## src/hdl/nths_ram.sv

```systemverilog
// Generic single-port-write, single-port-read RAM with registered read data.
// No dependencies.
module nths_ram #(
	parameter int WIDTH = 16,
	parameter int DEPTH = 64
) (
	input  logic                     clk,
	input  logic                     we,
	input  logic [$clog2(DEPTH)-1:0] waddr,
	input  logic [WIDTH-1:0]         wdata,
	input  logic [$clog2(DEPTH)-1:0] raddr,
	output logic [WIDTH-1:0]         rdata
);

	logic [WIDTH-1:0] mem [DEPTH];

	// Write port and registered read port.
	always_ff @(posedge clk) begin
		if (we) begin
			mem[waddr] <= wdata;
		end
		rdata <= mem[raddr];
	end

endmodule

```

## config.mk

```make
export PLATFORM = sky130hd
export DESIGN_NAME = nths_ram
export DESIGN_NICKNAME = d
export VERILOG_FILES = /design/src/hdl/nths_ram.sv
export SDC_FILE = /design/constraint.sdc
export NUM_CORES = 1
export LEC_CHECK = 0
export BUFFER_PORTS_ARGS = -buffer_cell sky130_fd_sc_hd__buf_2
export CORE_MARGIN = 2
export CORE_UTILIZATION = 46
export DETAILED_ROUTE_END_ITERATION = 16
export PLACE_DENSITY = 0.62
export SLEW_MARGIN = 20
export SYNTH_ARGS = -nofsm -noshare
export SYNTH_HDL_FRONTEND = slang
export SYNTH_SLANG_ARGS = --single-unit
```

## constraint.sdc

```tcl
create_clock -name clk -period 3.1 [get_ports clk]
set_clock_uncertainty 0.15 [all_clocks]
set_input_delay 0.465 -clock clk [delete_from_list [all_inputs] [get_ports clk]]
set_output_delay 0.465 -clock clk [all_outputs]
set_load 0.02 [all_outputs]
```

==> impl_metrics.env, run 1 <==
export IMPL_synthSimpleGateAreaFrac_pct=2.65
export IMPL_final_cells=3305
export IMPL_place_gp_congestion=0.850
export IMPL_min_path_cells=2
export IMPL_grt_max_degree=68
export IMPL_power_density_nw_per_um2=638
export IMPL_grt_use_met2_pct=34.3
export IMPL_outcome="finished, final reports clean"
export IMPL_clk_path_buf_depth=3
export IMPL_syn_nets=1859
export IMPL_synth_cells=1829
export IMPL_rsz0062_at_grt="no"
export IMPL_yosysTopAreaCell="edfxtp_1"
export IMPL_critical_path_class="input port to register"
export IMPL_start_kind="input port"
export IMPL_use_met3_pct=5.28
export IMPL_cts_tree="built"
export IMPL_rows=108
export IMPL_synth_seq_cells=1040
export IMPL_ant_nets=0
export IMPL_drt_vias_per_instance=5.84
export IMPL_synth_cell_types=43
export IMPL_drive_gt1_share_pct=29.6
export IMPL_syn_area_um2=40000
export IMPL_slew_headroom_pct=24.9
export IMPL_cts_sink_count=1040
export IMPL_worstSkewPairLatency_ns=0.66
export IMPL_cts_root_buffer="clkbuf_16"
export IMPL_synth_compound_area_share_pct=2.41
export IMPL_io_pins=46
export IMPL_cp_slowest_cell="a221oi_1"
export IMPL_syn_avg_cell_area_um2=21.9
export IMPL_grt_usage_pct=21.7
export IMPL_dpl_cell_area_um2=42700
export IMPL_hold_slack_ns=0.169
export IMPL_wirelength_mm=95.5
export IMPL_finalCritPeriodShare_pct=74.1
export IMPL_clk_pin_slew_ns=0.06
export IMPL_synth_top_family_by_area="multiplexers"
export IMPL_maxSlewViolCount=0
export IMPL_endpoint_kind="register"
export IMPL_drtIter0Drc=2053
export IMPL_critPathMaxFanout=67
export IMPL_irDropWorstVdd_mv=0.480
export IMPL_grt_pass1_wl_mm=139
export IMPL_stdcell_area_um2=46000
export IMPL_synthXorXnorAreaFrac_pct=0
export IMPL_dp_hpwl_mm=58.7
export IMPL_hold_violations=0
export IMPL_core_area_um2=86500
export IMPL_cts_resized=0
export IMPL_setup_violations=0
export IMPL_dr_pass1_iters=7
export IMPL_power_leakage_uw=0.0148
export IMPL_wl_per_cell_um=28.9
export IMPL_maxCapViolations=0
export IMPL_critPathMaxStageDelay_ns=0.57
export IMPL_crit_chain="buf_8 > buf_4 > a211oi_1 > a221oi_1 > a221oi_1 > buf_4 > a311oi_1"
export IMPL_hold_path_class="input port to register"
export IMPL_area_growth_pct=15.0
export IMPL_post_cts_buffers=0
export IMPL_drc=0
export IMPL_place_inst=3115
export IMPL_tightest_slew_ns=1.12
export IMPL_die_x_um=299
export IMPL_crit_arrival_ns=2.70
export IMPL_nets=2096
export IMPL_grt_overflow=0
export IMPL_period_needed_ns=2.30
export IMPL_initial_utilization_pct=46.3
export IMPL_cts_buffers=102
export IMPL_fp_dieArea_um2=89400
export IMPL_synth_top_area_share_pct=76.8
export IMPL_synth_warnings=0
export IMPL_cp_data_required_time_ns=3.51
export IMPL_grt_pass1_vias=19800
export IMPL_ys_seq_area_share_pct=77.6
export IMPL_fp_dieH_um=299
export IMPL_post_route_util_pct=53.2
export IMPL_vias=19300
export IMPL_io_buffers=45
export IMPL_reg2reg_depth=6
export IMPL_yosys_mux_area_fraction_pct=15.5
export IMPL_max_freq_mhz=435
export IMPL_synth_adder_area_share_pct=0
export IMPL_top_usage_layer="met2"
export IMPL_htree_levels=3
export IMPL_synth_area_leaders="edfxtp_1 (77%), mux4_2 (12%), mux2i_1 (2.1%), dfxtp_1 (0.80%), mux2_2 (0.76%)"
export IMPL_met1_usage_pct=29.8
export IMPL_tns_ns=0
export IMPL_antenna_cells=0
export IMPL_grt_antenna_before_repair=12
worst max-delay path, delay by kind of cell:
family                 cells  cell delay, ns
buffers and inverters      3            1.07
AO/OA/AOI/OAI              4            1.13
layout by cell type, fill, tap and decap left out, drive strengths merged, types with 6 or more instances in the layout:
| master | instances |
|---|---|
| a22oi | 39 |
| nand2 | 60 |
| a211o | 8 |
| nand3 | 24 |
| nor2b | 30 |
| a22o | 6 |
| mux2 | 27 |
| a311oi | 8 |
| mux4 | 224 |
| o21ai | 8 |
| a221oi | 16 |
| bufinv | 9 |
| clkbuf | 135 |
| mux2i | 85 |
| edfxtp | 1024 |
| clkinv | 36 |
| nand4 | 12 |
| dfxtp | 16 |
| a21oi | 17 |
| buf | 235 |
| a31oi | 8 |
| clkinvlp | 6 |
| a211oi | 8 |
| nor2 | 74 |
| a221o | 6 |
flip-flops by register name (all words and copies together), names as in the netlist:
register	count
mem	1024
rdata	16
power breakdown:
group          internal, uW  switching [uW]  leakage, uW
clock                  7110            5060      0.00161
combinational           603             967      0.00384
sequential            15600            49.4      0.00935
metrics by stage:
step | setup WS (ns) | total power (uW)
final | 0.802 | 29400
after global routing | 0.720 | 30300
after CTS | 0.793 | 29600
after detailed placement | 0.142 | 17500
after global placement | 0.125 | 17500
after floorplan | 0.450 | 16700
cell usage after synthesis, drive strengths merged:
cell type and number:
nand4b 1, nor3 2, mux2i 85, a22o 6
mux2 27, a311oi 8, nand2 60, buf 77
nand3 24, mux4 224, clkbuf 27, o21ai 8
dfxtp 16, nand2b 3, a22oi 39, a221o 6
nand3b 2, or3 1, a31oi 8, and4 5
a21oi 17, edfxtp 1024, and2 2, nor2 74
a211oi 8, a221oi 16, or3b 1, a41oi 5
a211o 8, nand4 12, nor2b 30, nor4 3
logic make-up (layout without fill, tap and decap cells):
group	after synthesis	count (layout)
AOI/OAI and AO/OA	129	129
and+or+nand+nor	220	220
buffers and inverters	104	425
DFF	1040	1040
muxes	336	336
metal layers:
layer | wire length [um] | vias up
met4 | 3300 | 14
met3 | 7390 | 198
met1 | 39100 | 10200
met5 | 81 | -
met2 | 45700 | 735
li1 | - | 8169
layout make-up:
cell class | instances | area (um^2)
Tap cell | 1155 | 1450
Multi-Input combinational cell | 685 | 8250
Fill cell | 6700 | 40400
Clock inverter | 53 | 515
Clock buffer | 135 | 2810
Timing Repair Buffer | 237 | 1950
Sequential cell | 1040 | 31100
path summary, 6_finish.rpt:
path	startpoint	to	slack (ns)
worst max-delay path	raddr[2]	rdata[1]	0.80
worst min-delay path	wdata[3]	mem[46][3]	0.17
worst max register to register	mem[6][15]	rdata[15]	0.85
worst min register to register	mem[56][12]	rdata[12]	0.71
repair_timing:
item,4_1_cts,5_1_grt
hold buffers,2,0
hold endpoints to repair,7,0
endpoints found under the setup margin,0,0
No activity file was read; power rests on OpenSTA's default activity.
==> run 2: changes to the inputs <==
--- a/config.mk
+++ b/config.mk
@@ -9,7 +9,7 @@
 export CORE_MARGIN = 2
 export CORE_UTILIZATION = 46
 export DETAILED_ROUTE_END_ITERATION = 16
-export PLACE_DENSITY = 0.62
+export PLACE_DENSITY = 0.64
 export SLEW_MARGIN = 20
 export SYNTH_ARGS = -nofsm -noshare
 export SYNTH_HDL_FRONTEND = slang
==> constraint.sdc (replaced) <==
create_clock -name clk -period 1.9 [get_ports clk]
set_clock_uncertainty 0.15 [all_clocks]
set_input_delay 0.285 -clock clk [delete_from_list [all_inputs] [get_ports clk]]
set_output_delay 0.285 -clock clk [all_outputs]
set_load 0.02 [all_outputs]
==> impl_metrics.env, run 2 (synthesis gave the netlist of run 1 again) <==
export IMPL_setup_ws_ns=-0.276
export IMPL_critical_path_class="register to register"
export IMPL_maxSlewViolCount=0
export IMPL_cp_data_required_time_ns=2.31
export IMPL_area_growth_pct=20.4
export IMPL_ant_nets=0
export IMPL_finalCritPeriodShare_pct=115
export IMPL_power_leakage_uw=0.0154
export IMPL_dr_pass1_iters=5
export IMPL_die_x_um=299
export IMPL_grt_antenna_before_repair=6
export IMPL_pre_cts_slack_ns=-0.848
export IMPL_core_area_um2=86500
export IMPL_initial_utilization_pct=46.3
export IMPL_hold_path_class="input port to register"
export IMPL_largest_register_ffs=1024
export IMPL_hold_violations=0
export IMPL_wirelength_mm=94.8
export IMPL_top_regs="mem (1024), rdata (16)"
export IMPL_clk_pin_slew_ns=0.06
export IMPL_cts_root_buffer="clkbuf_16"
export IMPL_tns_ns=-1.29
export IMPL_worstSkewPairLatency_ns=0.67
export IMPL_fillers=6369
export IMPL_rows=108
export IMPL_clk_path_buf_depth=3
export IMPL_io_pins=46
export IMPL_wl_per_cell_um=28.1
export IMPL_grt_usage_pct=21.5
export IMPL_crit_arrival_ns=2.59
export IMPL_outcome="finished with violations"
export IMPL_final_cell_mix="edfxtp_1 (1024), mux4_2 (224), buf_4 (158), clkbuf_16 (105), buf_12 (100)"
export IMPL_cts_buffers=101
export IMPL_slew_headroom_pct=40.2
export IMPL_irDropWorstVdd_mv=0.684
export IMPL_post_cts_buffers=0
export IMPL_hold_slack_ns=0.0498
export IMPL_drt_vias_per_instance=5.81
export IMPL_drc=0
export IMPL_cp_slowest_cell="mux4_2"
export IMPL_setup_violations=13
export IMPL_top_register="mem"
export IMPL_tightest_slew_ns=0.898
export IMPL_crit_chain="mux4_2 > mux2_4 > nand2_2 > nand4_1 > and4_1"
export IMPL_violations="setup timing"
export IMPL_grt_max_degree=65
export IMPL_nets=2166
export IMPL_cts_sink_count=1040
export IMPL_drive_gt1_share_pct=37.0
export IMPL_grt_pass1_wl_mm=139
export IMPL_htree_levels=3
export IMPL_max_freq_mhz=460
export IMPL_period_needed_ns=2.18
export IMPL_place_gp_congestion=0.828
export IMPL_endpoint_kind="register"
export IMPL_start_kind="register"
export IMPL_finalPower_uw=48300
export IMPL_maxCapViolations=0
export IMPL_critPathMaxFanout=1
export IMPL_grt_overflow=0
export IMPL_drtIter0Drc=2106
export IMPL_rsz0062_at_grt="yes"
export IMPL_dp_hpwl_mm=59.1
export IMPL_power_density_nw_per_um2=1000
export IMPL_grt_pass1_vias=20000
export IMPL_io_buffers=45
export IMPL_cts_tree="built"
export IMPL_critPathMaxStageDelay_ns=0.48
export IMPL_vias=19600
export IMPL_fp_dieH_um=299
export IMPL_final_common_cell="edfxtp_1"
export IMPL_fp_dieArea_um2=89400
run 2: cell count changes in the layout (fill, tap and decap cells not counted), moves of 8 or more:
cell	before	now
a221oi_2	0	8
nand3_1	24	14
buf_12	20	100
nor2_2	2	30
nor2_4	0	35
nor2_1	72	9
a221oi_1	16	8
buf_4	170	158
run 2: worst paths after layout:
path,from,end,slack (ns),depth (start not counted)
max,mem[31][14],rdata[14],-0.28,5
min,wdata[12],mem[27][12],0.05,1
max reg2reg,mem[31][14],rdata[14],-0.28,5
min reg2reg,mem[57][14],rdata[14],0.69,5
run 2: timing repair:
item / CTS / global route
endpoints found under the setup margin: 15 / 16
hold buffers: 3 / 0
endpoints found under the hold margin: 98 / 0
pin swaps: 25 / 7
gates resized for setup: 28 / 16
run 2: critical path: cells and delay by family, from the launching register on:
kind | cells | cell delay [ns]
mux | 2 | 0.78
simple gates | 3 | 0.75
flops | 1 | 0.39
run 2: power breakdown:
| group | switching [uW] | internal, uW |
|---|---|---|
| clock network | 8310 | 11600 |
| registers | 79.0 | 25400 |
| logic | 1700 | 1190 |
run 2: cell type report:
type | count | area (um^2) | share of cell area, %
Tap cell | 1155 | 1450 | 3.00
Timing Repair Buffer | 308 | 3490 | 7.24
Clock buffer | 132 | 2770 | 5.74
Sequential cell | 1040 | 31100 | 64.5
Multi-Input combinational cell | 685 | 8870 | 18.4
Clock inverter | 54 | 546 | 1.13
Antenna cell | 2 | 5.00 | 0.0104
run 2: layer usage:
layer / wire length, um / global-route usage, % / share of wire [%]
met5: 13 / 0 / 0.014
met4: 1980 / 5.94 / 2.1
met3: 8130 / 5.12 / 8.6
met2: 44700 / 33.0 / 47
met1: 40000 / 31.3 / 42
run 2: stage by stage:
step                utilization [%]  cell area, um^2  instances
floorplan                         -            40700       1829
global route                   55.7            48200       3374
CTS                            55.6            48100       3375
finish                         55.7            48200       3376
detailed placement             51.6            44600       3186
global placement               51.6            44600       3186
