### src/hdl/nths_pkg.sv
// Shared types, constants and the CORDIC angle table for the heading steer block.
// No dependencies.
package nths_pkg;

	// Input command codes.
	typedef enum logic [1:0] {
		CMD_CLEAR = 2'd0,
		CMD_ADD   = 2'd1,
		CMD_POSE  = 2'd2,
		CMD_TICK  = 2'd3
	} cmd_t;

	// Configuration register indexes.
	localparam logic [2:0] REG_MAX_LOAD    = 3'd0;
	localparam logic [2:0] REG_STATION_X   = 3'd1;
	localparam logic [2:0] REG_STATION_Y   = 3'd2;
	localparam logic [2:0] REG_MAP_HEIGHT  = 3'd3;
	localparam logic [2:0] REG_DRIVE_SPEED = 3'd4;

	localparam int CFG_IDX_W  = 3;
	localparam int CFG_DATA_W = 16;

	// Angles in Q.12 and Q.20.
	localparam logic signed [17:0] ANG_PI     = 18'sd12868;
	localparam logic signed [17:0] ANG_TWO_PI = 18'sd25736;
	localparam logic signed [17:0] ANG_THRESH = 18'sd1229;
	localparam logic signed [23:0] HALF_PI_Q20 = 24'sd1647099;
	localparam logic signed [23:0] PI_Q20      = 24'sd3294199;

	// Point and angle widths.
	localparam int PIX_W = 16;
	localparam int CORDIC_W = 26;

	// CORDIC arctangent table in Q.20.
	function automatic logic signed [23:0] atan_q20(input logic [4:0] idx);
		logic signed [23:0] v;
		unique case (idx)
			5'd0:  v = 24'sd823550;
			5'd1:  v = 24'sd486170;
			5'd2:  v = 24'sd256879;
			5'd3:  v = 24'sd130396;
			5'd4:  v = 24'sd65451;
			5'd5:  v = 24'sd32757;
			5'd6:  v = 24'sd16383;
			5'd7:  v = 24'sd8192;
			5'd8:  v = 24'sd4096;
			5'd9:  v = 24'sd2048;
			5'd10: v = 24'sd1024;
			5'd11: v = 24'sd512;
			5'd12: v = 24'sd256;
			5'd13: v = 24'sd128;
			5'd14: v = 24'sd64;
			5'd15: v = 24'sd32;
			5'd16: v = 24'sd16;
			5'd17: v = 24'sd8;
			5'd18: v = 24'sd4;
			5'd19: v = 24'sd2;
			default: v = 24'sd0;
		endcase
		return v;
	endfunction

	// Request from the sequencer to the CORDIC unit.
	typedef struct packed {
		logic                    start;
		logic signed [16:0]      dx;
		logic signed [16:0]      dy;
	} cordic_req_t;

	// Answer from the CORDIC unit.
	typedef struct packed {
		logic                    done;
		logic signed [17:0]      angle;
	} cordic_rsp_t;

endpackage

### src/hdl/nths_cordic.sv
// Iterative vectoring CORDIC: bearing of (dx, dy) in Q.12, one step per cycle.
// Depends on nths_pkg.
module nths_cordic #(
	parameter int CORDIC_STEPS = 14
) (
	input  logic                 clk,
	input  logic                 arst_n,
	input  nths_pkg::cordic_req_t req,
	output nths_pkg::cordic_rsp_t rsp
);

	localparam int USED = (CORDIC_STEPS > 20) ? 20 : CORDIC_STEPS;
	localparam int W = nths_pkg::CORDIC_W + 6;

	logic signed [W-1:0] x_q, y_q;
	logic signed [24:0]  z_q;
	logic [4:0]          step_q;
	logic                busy_q, done_q, zero_q;
	logic signed [17:0]  angle_q;

	logic signed [W-1:0] x0, y0, xs, ys;
	logic signed [24:0]  z0, zc, zr;

	// Quadrant pre-rotation of the scaled vector.
	always_comb begin
		x0 = W'(req.dx) <<< 12;
		y0 = W'(req.dy) <<< 12;
		z0 = '0;
		if (req.dx < 0) begin
			if (req.dy >= 0) begin
				x0 = W'(req.dy) <<< 12;
				y0 = -(W'(req.dx) <<< 12);
				z0 = 25'(nths_pkg::HALF_PI_Q20);
			end else begin
				x0 = -(W'(req.dy) <<< 12);
				y0 = W'(req.dx) <<< 12;
				z0 = -25'(nths_pkg::HALF_PI_Q20);
			end
		end
	end

	// Arithmetic shifts floor like the model.
	assign xs = x_q >>> step_q;
	assign ys = y_q >>> step_q;

	// Clamp and round the final angle.
	always_comb begin
		zc = z_q;
		if (z_q > 25'(nths_pkg::PI_Q20)) zc = 25'(nths_pkg::PI_Q20);
		if (z_q < -25'(nths_pkg::PI_Q20)) zc = -25'(nths_pkg::PI_Q20);
		zr = (zc + 25'sd128) >>> 8;
	end

	// Step counter and rotation registers.
	always_ff @(posedge clk or negedge arst_n) begin
		if (!arst_n) begin
			busy_q <= 1'b0;
			done_q <= 1'b0;
			step_q <= '0;
		end else begin
			done_q <= 1'b0;
			if (req.start) begin
				x_q    <= x0;
				y_q    <= y0;
				z_q    <= z0;
				zero_q <= (req.dx == 0) && (req.dy == 0);
				step_q <= '0;
				busy_q <= 1'b1;
			end else if (busy_q) begin
				if (32'(step_q) == USED) begin
					busy_q  <= 1'b0;
					done_q  <= 1'b1;
					angle_q <= zero_q ? '0 : 18'(zr);
				end else begin
					if (y_q > 0) begin
						x_q <= x_q + ys;
						y_q <= y_q - xs;
						z_q <= z_q + 25'(nths_pkg::atan_q20(step_q));
					end else begin
						x_q <= x_q - ys;
						y_q <= y_q + xs;
						z_q <= z_q - 25'(nths_pkg::atan_q20(step_q));
					end
					step_q <= step_q + 5'd1;
				end
			end
		end
	end

	assign rsp.done  = done_q;
	assign rsp.angle = angle_q;

endmodule

### config.mk
export PLATFORM = sky130hd
export DESIGN_NAME = nths_cordic
export DESIGN_NICKNAME = d
export VERILOG_FILES = /design/src/hdl/nths_pkg.sv /design/src/hdl/nths_cordic.sv
export SDC_FILE = /design/constraint.sdc
export NUM_CORES = 1
export LEC_CHECK = 0
export BUFFER_PORTS_ARGS = -buffer_cell sky130_fd_sc_hd__buf_2
export CORE_MARGIN = 2
export CORE_UTILIZATION = 50
export CTS_BUF_LIST = sky130_fd_sc_hd__clkbuf_16
export DETAILED_ROUTE_END_ITERATION = 16
export HOLD_SLACK_MARGIN = 0.12
export PLACE_DENSITY = 0.66
export SETUP_SLACK_MARGIN = 0.02
export SYNTH_ARGS = -nofsm -noshare
export SYNTH_HDL_FRONTEND = slang
export SYNTH_SLANG_ARGS = --single-unit
### constraint.sdc
create_clock -name clk -period 12.7 [get_ports clk]
set_clock_uncertainty 0.2 [all_clocks]
set_input_delay 0.635 -clock clk [delete_from_list [all_inputs] [get_ports clk]]
set_output_delay 0.635 -clock clk [all_outputs]
set_load 0.005 [all_outputs]
==> results of run 1 <==
-- final timing paths --
kind                             endpoint  slack [ps]
worst max-delay path              y_q[31]        4480
worst min-delay path              y_q[13]         370
worst max register to register    y_q[31]        4480
worst min register to register     busy_q         380
max in group asynchronous       step_q[0]       11640
min in group asynchronous       step_q[1]         400
-- sequential cells by signal (all words and copies together) (netlist names) --
| register | flops |
|---|---|
| busy_q | 1 |
| y_q | 32 |
| z_q | 25 |
| angle_q | 17 |
| done_q | 1 |
| step_q | 5 |
| zero_q | 1 |
| x_q | 32 |
-- synthesized netlist by cell type, types with 47 or more instances --
cell type / count
sky130_fd_sc_hd__mux4_2: 69
sky130_fd_sc_hd__xor2_1: 78
sky130_fd_sc_hd__o21ai_0: 159
sky130_fd_sc_hd__clkbuf_1: 65
sky130_fd_sc_hd__a21oi_1: 129
sky130_fd_sc_hd__nand2_1: 180
sky130_fd_sc_hd__xnor2_1: 95
sky130_fd_sc_hd__ha_1: 107
sky130_fd_sc_hd__mux2i_1: 74
sky130_fd_sc_hd__nand3_1: 47
sky130_fd_sc_hd__inv_1: 53
sky130_fd_sc_hd__nor2_1: 163
sky130_fd_sc_hd__edfxtp_1: 107
-- area by class of cell --
class | instances | area, um^2 | area share [%]
multi-input cells | 1644 | 12260 | 70.11
flip-flops and latches | 114 | 3402 | 19.45
well taps | 442 | 553.0 | 3.162
repair buffers | 77 | 445.4 | 2.546
clock buffers | 17 | 425.4 | 2.432
inverters | 56 | 210.2 | 1.202
clock inverters | 15 | 190.2 | 1.087
diodes | 1 | 2.502 | 0.01431
-- placed cells by master (no fill, tap or decap), types with 9 or more instances in the layout --
master / n
sky130_fd_sc_hd__a211oi_1: 19
sky130_fd_sc_hd__a21o_1: 38
sky130_fd_sc_hd__a21oi_1: 129
sky130_fd_sc_hd__a22oi_1: 9
sky130_fd_sc_hd__a31oi_1: 29
sky130_fd_sc_hd__and2_1: 21
sky130_fd_sc_hd__and3_1: 22
sky130_fd_sc_hd__buf_2: 54
sky130_fd_sc_hd__buf_4: 22
sky130_fd_sc_hd__clkbuf_16: 17
sky130_fd_sc_hd__edfxtp_1: 107
sky130_fd_sc_hd__ha_1: 107
sky130_fd_sc_hd__inv_1: 53
sky130_fd_sc_hd__mux2_2: 26
sky130_fd_sc_hd__mux2i_1: 74
sky130_fd_sc_hd__mux4_2: 69
sky130_fd_sc_hd__nand2_1: 180
sky130_fd_sc_hd__nand2b_1: 23
sky130_fd_sc_hd__nand3_1: 47
sky130_fd_sc_hd__nand4_1: 14
sky130_fd_sc_hd__nor2_1: 163
sky130_fd_sc_hd__nor2b_1: 21
sky130_fd_sc_hd__nor3_1: 34
sky130_fd_sc_hd__nor4_1: 14
sky130_fd_sc_hd__o211ai_1: 39
sky130_fd_sc_hd__o21a_1: 16
sky130_fd_sc_hd__o21ai_0: 159
sky130_fd_sc_hd__o22ai_1: 19
sky130_fd_sc_hd__o31ai_1: 20
sky130_fd_sc_hd__or2_2: 14
sky130_fd_sc_hd__or3_1: 12
sky130_fd_sc_hd__xnor2_1: 95
sky130_fd_sc_hd__xor2_1: 78
-- logic make-up after synthesis --
group	count (synthesis)	synth area share (%)
compound gates	581	22.83
xor+xnor	174	9.401
fa+ha+maj	110	8.552
buf+inv	168	4.329
flops	114	20.71
mux	178	16.51
simple gates	601	17.67
-- metal layers --
layer / wire length (um) / vias to the layer above / global-route usage, % / share of wire (%)
met5: 0 / - / 0 / 0
met4: 2695 / 0 / 15.56 / 4.6
met3: 5419 / 142 / 6.626 / 9.3
met2: 25780 / 898 / 52.93 / 44
met1: 24140 / 7674 / 46.45 / 42
li1: - / 7271 / - / -
-- tightest hold or removal path, stage by stage --
cell,delay [ps]
sky130_fd_sc_hd__buf_2,100
sky130_fd_sc_hd__o211ai_1,100
sky130_fd_sc_hd__o21ai_0,80
-- through the flow --
stage	utilization, %	hold slack (ps)	cell area, um^2	setup slack, ps
after global routing	54.03	381.0	17490	4076
after floorplan	-	139.4	16360	6039
after global placement	52.09	329.0	16860	4777
after detailed placement	52.09	328.1	16860	4705
final	54.04	368.6	17490	4481
after CTS	54.03	349.9	17490	4684
-- timing repair --
item | CTS | global route
setup endpoints to repair | 0 | 0
hold endpoints to repair | 7 | 0
hold buffers | 1 | 0
gates resized for setup | 0 | 0
==> flow_summary.rst, run 1 <==
.. list-table::
   :header-rows: 1

   * - Metric
     - Value
   * - Post-route minimum period
     - 8219 ps
   * - Total Neg Setup Slack
     - 0 ps
   * - Global-route wire length before repair
     - 88,780 um
   * - Post-synth ARST share
     - under 10%
   * - Vertical extent of the die
     - 184.9 um
   * - Sequential fraction of the synthesis area
     - 20.71%
   * - Area share of the leading cell type in the synthesized netlist
     - 19.64%
   * - Total setup buffers inserted after CTS
     - 0
   * - # port buffers
     - 55
   * - Max Clock Freq
     - 121.7 MHz
   * - Routed vias/inst
     - 6.756
   * - Placed Cells incl. Taps
     - between 2,000 and 2,500
   * - Vias in the first global route
     - 14,830
   * - Vias post-DR
     - 15,990
   * - Required time of the critical path
     - 12,810 ps
   * - Relative slew margins
     - 14.18%
   * - Commonest register cell after synthesis
     - sky130_fd_sc_hd__edfxtp_1
   * - Final net count
     - a little over 2,000
   * - Worst-path clk slew
     - 60 ps
   * - Hold path depth
     - 3
   * - Path category of the worst min-delay check
     - input port to flop
   * - Initial Util
     - 50.53%
   * - X dimension of the die
     - 184.9 um
   * - Count of clock tree sinks
     - between 100 and 150
   * - Maximum capacitance violations
     - 0
   * - CTS buffer count
     - 17
   * - Non-filler instance count after layout
     - 2,366
   * - Number of storage elements in the synthesis netlist
     - 114
   * - Buffer levels on the longest clock path
     - 2
   * - Number of buffers and inverters on the critical path
     - 1
   * - Total die area
     - 34,180 um^2
   * - Sum of overflow across all layers after global routing
     - 0
   * - Cell row count
     - 66
   * - Worst-Margin Slew
     - ~1300 ps
   * - Number of detailed-route iterations in the first pass
     - 6
   * - Antenna violations before repair
     - 0
   * - Dominant cells by area after synthesis
     - sky130_fd_sc_hd__edfxtp_1 20%, sky130_fd_sc_hd__mux4_2 9.5%, sky130_fd_sc_hd__ha_1 8.2%
   * - Count of mapped cells out of synthesis
     - 1,926
   * - Worst skew pair latency
     - 460 ps
   * - Fraction of layout instances using a drive strength above 1
     - 12.58%
   * - Startpoint of the worst hold path
     - req[1]
   * - Kind of capture point of the worst setup path
     - flop
   * - Total GRT Usage
     - 34.27%
   * - Peak per-stage delay on the critical path
     - 730 ps
   * - CTS H-Tree Depth
     - 4
   * - Root Driver
     - sky130_fd_sc_hd__clkbuf_16
   * - First DRT Iteration DRCs
     - between 1,500 and 2,000
   * - Maximum number of pins on one net before global-route repair
     - 66
   * - Number of antenna-violating nets in the routed design
     - 0
   * - Critical path's top delay family
     - simple AND/OR/NAND/NOR gates
   * - Number of max-slew violations in the final report
     - 0
   * - Dominant cell type by area after synthesis
     - sky130_fd_sc_hd__edfxtp_1
   * - Top-level I/O count
     - 56
   * - Setup CP Type
     - flop to flop
   * - Netlist cell types
     - 87
   * - Worst reg2reg path startpoint
     - step_q[2]
   * - DP HPWL
     - 44,000 um
   * - Post-synth EDFFs
     - 107
   * - Fin crit share
     - around two thirds
   * - Layout-stage area growth over the synthesis result
     - 6.938%
   * - Number of design rule violations left after detail routing
     - 0
   * - Post-Syn Area
     - 16,360 um^2
   * - Outcome
     - complete, no violations
   * - Core box area
     - 32,370 um^2
   * - Warnings from Yosys
     - 0
   * - Worst Path Arrival
     - between 8000 and 9000 ps
   * - Clock tree from TritonCTS
     - built
   * - Total length of routed wires
     - about 58,000 um
   * - Depth of the worst register-to-register path
     - 21
   * - Largest fanout of any net on the critical path
     - 64
   * - Setup violation total in the final timing report
     - 0
   * - Routability congestion estimate
     - 1.048
   * - Number of failing hold endpoints at the final stage
     - 0
   * - Cells along the critical path
     - buf_4, nand2b_1, nor2_1, nor3_1, o221ai_1, or4_4, or4b_4, nor3_1, nor2_1, xnor2_1, ha_1, nand2_1, a21oi_1, a221o_1, a31oi_1, o31ai_1, a311oi_1, o21ai_0, a211oi_1, xnor3_1, a21oi_1
   * - RSZ-0062 raised after global routing
     - false
   * - Launch point of the critical path
     - step_q[2]
   * - Filler Cell Count
     - around 3,000
   * - Net count of the mapped netlist
     - just over 2,000
   * - Routed len/inst
     - 24.53 um
   * - Avg Synthesized Cell Area
     - 8.493 um^2
   * - Worst Setup Start Kind
     - flop
   * - Cell at the slowest stage of the critical path
     - sky130_fd_sc_hd__nor3_1
   * - Levels on crit path
     - 21
Power of run 1 is not shown: default switching activity piles up to over one toggle a cycle in this logic, so the estimate is an artifact.
==> run 2, diff against run 1 <==
==> constraint.sdc (replaced) <==
create_clock -name clk -period 8.1 [get_ports clk]
set_clock_uncertainty 0.2 [all_clocks]
set_input_delay 0.405 -clock clk [delete_from_list [all_inputs] [get_ports clk]]
set_output_delay 0.405 -clock clk [all_outputs]
set_load 0.005 [all_outputs]
==> run 2 against run 1 <==
  * Wire length up 0.68%
  * Die area did not move
  * Critical path depth shrank 2
  * Clock-buffer cell count unchanged
  * Flip-flop and latch count unchanged
  * Sequential share of layout area decreased by 0.21 points
  * Cell count increased by 1.1%
  * Register-to-register slack worse by 3900 ps
  * Cell area rose by 1.1%
==> flow_summary.rst, run 2 (synthesis gave the netlist of run 1 again) <==
.. list-table::
   :header-rows: 1

   * - Metric
     - Value
   * - Maximum capacitance violations
     - 0 (unchanged)
   * - Antenna violations before repair
     - 0 (unchanged)
   * - Buffer levels on the longest clock path
     - 2 (unchanged)
   * - Layout-stage area growth over the synthesis result
     - 8.116% (was 6.938%)
   * - Kind of capture point of the worst setup path
     - flop (unchanged)
   * - Placed Cells incl. Taps
     - 2,359 (was 2,332)
   * - First DRT Iteration DRCs
     - 1,774 (was 1,972)
   * - Clock tree from TritonCTS
     - built (unchanged)
   * - Count of clock tree sinks
     - 114 (unchanged)
   * - Routability congestion estimate
     - 1.014 (was 1.048)
   * - Global routing met1 resource utilization
     - 44.78% (was 46.45%)
   * - Global-route track usage on met2
     - 54.43% (was 52.93%)
   * - Initial Util
     - 50.53% (unchanged)
   * - Number of detailed-route iterations in the first pass
     - 6 (unchanged)
   * - CTS buffer count
     - 17 (unchanged)
   * - Worst-path clk slew
     - 60 ps (about the same)
   * - Cell at the slowest stage of the critical path
     - sky130_fd_sc_hd__dfrtp_4 (was sky130_fd_sc_hd__nor3_1)
   * - Relative slew margins
     - 35.70% (was 14.18%)
   * - Cell row count
     - 66 (unchanged)
   * - Number of antenna-violating nets in the routed design
     - 0 (unchanged)
   * - Vias post-DR
     - 15,970 (was 15,990)
   * - Filler Cell Count
     - 3,036 (was 3,012)
   * - Fin crit share
     - 92.22% (was 64.72%)
   * - Root Driver
     - sky130_fd_sc_hd__clkbuf_16 (unchanged)
   * - Core box area
     - 32,370 um^2 (unchanged)
   * - Worst-Margin Slew
     - 958.1 ps (was 1283 ps)
   * - Busiest grt layer
     - met2 (unchanged)
   * - GRT met3 Usage
     - 7.924% (was 6.626%)
   * - Required time of the critical path
     - 8070 ps (was 12,810 ps)
   * - RSZ-0062 raised after global routing
     - false (unchanged)
   * - Worst skew pair latency
     - 460 ps (about the same)
   * - X dimension of the die
     - 184.9 um (unchanged)
   * - Post-route minimum period
     - 7470 ps (was 8219 ps)
   * - Fraction of layout instances using a drive strength above 1
     - 13.79% (was 12.58%)
   * - Commonest non-fill, non-tap cell in the layout
     - sky130_fd_sc_hd__nand2_1 (unchanged)
   * - Largest fanout of any net on the critical path
     - 38 (was 64)
   * - Peak per-stage delay on the critical path
     - 790 ps (was 730 ps)
   * - Sum of overflow across all layers after global routing
     - 0 (unchanged)
   * - Leading cell types in the layout, fill and taps excluded
     - 180 x sky130_fd_sc_hd__nand2_1, 163 x sky130_fd_sc_hd__nor2_1, 159 x sky130_fd_sc_hd__o21ai_0 (unchanged)
   * - DP HPWL
     - 44,510 um (was 44,000 um)
   * - Pre-CTS setup slack
     - 773.9 ps (was 4705 ps)
   * - Total Neg Setup Slack
     - 0 ps (unchanged)
   * - Vertical extent of the die
     - 184.9 um (unchanged)
   * - Number of buffers and inverters on the critical path
     - 1 (unchanged)
   * - Setup CP Type
     - flop to flop (unchanged)
   * - Count of antenna diodes in the layout
     - 0 (was 1)
   * - Worst Setup Start Kind
     - flop (unchanged)
   * - # port buffers
     - 55 (unchanged)
   * - Number of max-slew violations in the final report
     - 0 (unchanged)
   * - Total GRT Usage
     - 34.42% (was 34.27%)
   * - Vias in the first global route
     - 14,980 (was 14,830)
   * - Cell mode on critical path
     - sky130_fd_sc_hd__a21oi_1
   * - Outcome
     - complete, no violations (unchanged)
   * - CTS H-Tree Depth
     - 4 (unchanged)
   * - Routed vias/inst
     - 6.675 (was 6.756)
   * - Path category of the worst min-delay check
     - input port to async pin (was input port to flop)
   * - Critical path's top delay family
     - simple AND/OR/NAND/NOR gates (unchanged)
   * - Routed len/inst
     - 24.42 um (was 24.53 um)
   * - Final WS setup
     - 630.0 ps (was 4481 ps)
   * - Total die area
     - 34,180 um^2 (unchanged)
   * - Total length of routed wires
     - 58,420 um (was 58,030 um)
   * - Maximum number of pins on one net before global-route repair
     - 66 (unchanged)
   * - Setup violation total in the final timing report
     - 0 (unchanged)
   * - Worst Path Arrival
     - 7440 ps (was 8330 ps)
   * - Number of design rule violations left after detail routing
     - 0 (unchanged)
   * - Global-route wire length before repair
     - 88,790 um (was 88,780 um)
   * - Non-filler instance count after layout
     - 2,392 (was 2,366)
   * - Top-level I/O count
     - 56 (unchanged)
   * - Max Clock Freq
     - 133.9 MHz (was 121.7 MHz)
   * - Largest registers
     - x_q: 32 flops, y_q: 32 flops, z_q: 25 flops (unchanged)
   * - Final net count
     - 2,085 (was 2,057)
   * - Cells along the critical path
     - buf_12, mux2i_1, nor2_1, nor3_1, o221ai_1, or4_4, or4b_4, nor3_1, a31oi_1, a21oi_1, a21oi_1, ha_1, nand3_1, o31ai_1, a311oi_1, o21ai_0, a211oi_1, xnor3_1, a21oi_1 (was buf_4, nand2b_1, nor2_1, nor3_1, o221ai_1, or4_4, or4b_4, nor3_1, nor2_1, xnor2_1, ha_1, nand2_1, a21oi_1, a221o_1, a31oi_1, o31ai_1, a311oi_1, o21ai_0, a211oi_1, xnor3_1, a21oi_1)
   * - Number of failing hold endpoints at the final stage
     - 0 (unchanged)
## run 2: cell count changes in the layout (fill, tap and decap cells not counted), sizes merged
cell | before | now
bufinv | 4 | 2
clkinv | 8 | 6
inv | 55 | 56
clkinvlp | 4 | 6
diode | 1 | 0
dlygate4sd3 | 1 | 2
buf | 76 | 103
## run 2: metrics by stage
step	hold WS (ps)	utilization (%)	area, um^2
2_1_floorplan	-90.59	-	16360
3_3_place_gp	75.15	52.80	17090
3_5_place_dp	82.65	52.80	17090
4_1_cts	130.6	54.61	17680
5_1_grt	159.3	54.63	17680
6_report	146.6	54.63	17680
## run 2: final cells by class
| cell class | count | area, um^2 | area share, % |
|---|---|---|---|
| clock buffer | 17 | 425.4 | 2.406 |
| clock inverter | 14 | 141.4 | 0.7995 |
| inverter | 56 | 210.2 | 1.189 |
| multi-input combinational | 1644 | 12270 | 69.38 |
| sequential | 114 | 3402 | 19.24 |
| tap | 442 | 553.0 | 3.127 |
| timing repair buffer | 105 | 683.2 | 3.863 |
## run 2: repair_timing
| item | 4_1_cts | 5_1_grt |
|---|---|---|
| endpoints found under the setup margin | 0 | 1 |
| hold buffers | 2 | 0 |
| gates resized for setup | 0 | 1 |
| endpoints found under the hold margin | 8 | 0 |
| setup buffers | 0 | 0 |
## run 2: worst paths after layout
| path | slack, ps | to | cells after the start | start |
|---|---|---|---|---|
| worst min-delay path | 150 | done_q | 2 | arst_n |
| worst min register to register | 390 | busy_q | 2 | busy_q |
| worst max register to register | 630 | y_q[31] | 19 | step_q[1] |
| max in group asynchronous | 7310 | step_q[1] | 2 | arst_n |
| worst max-delay path | 630 | y_q[31] | 19 | step_q[1] |
| min in group clk | 150 | y_q[20] | 3 | req[8] |
## run 2: layer usage
layer,up-vias,share of wire [%]
li1,7321,-
met1,7700,42
met2,809,45
met3,134,9.2
met4,2,4.2
met5,-,0.11
Power of run 2 is left out for the same reason.
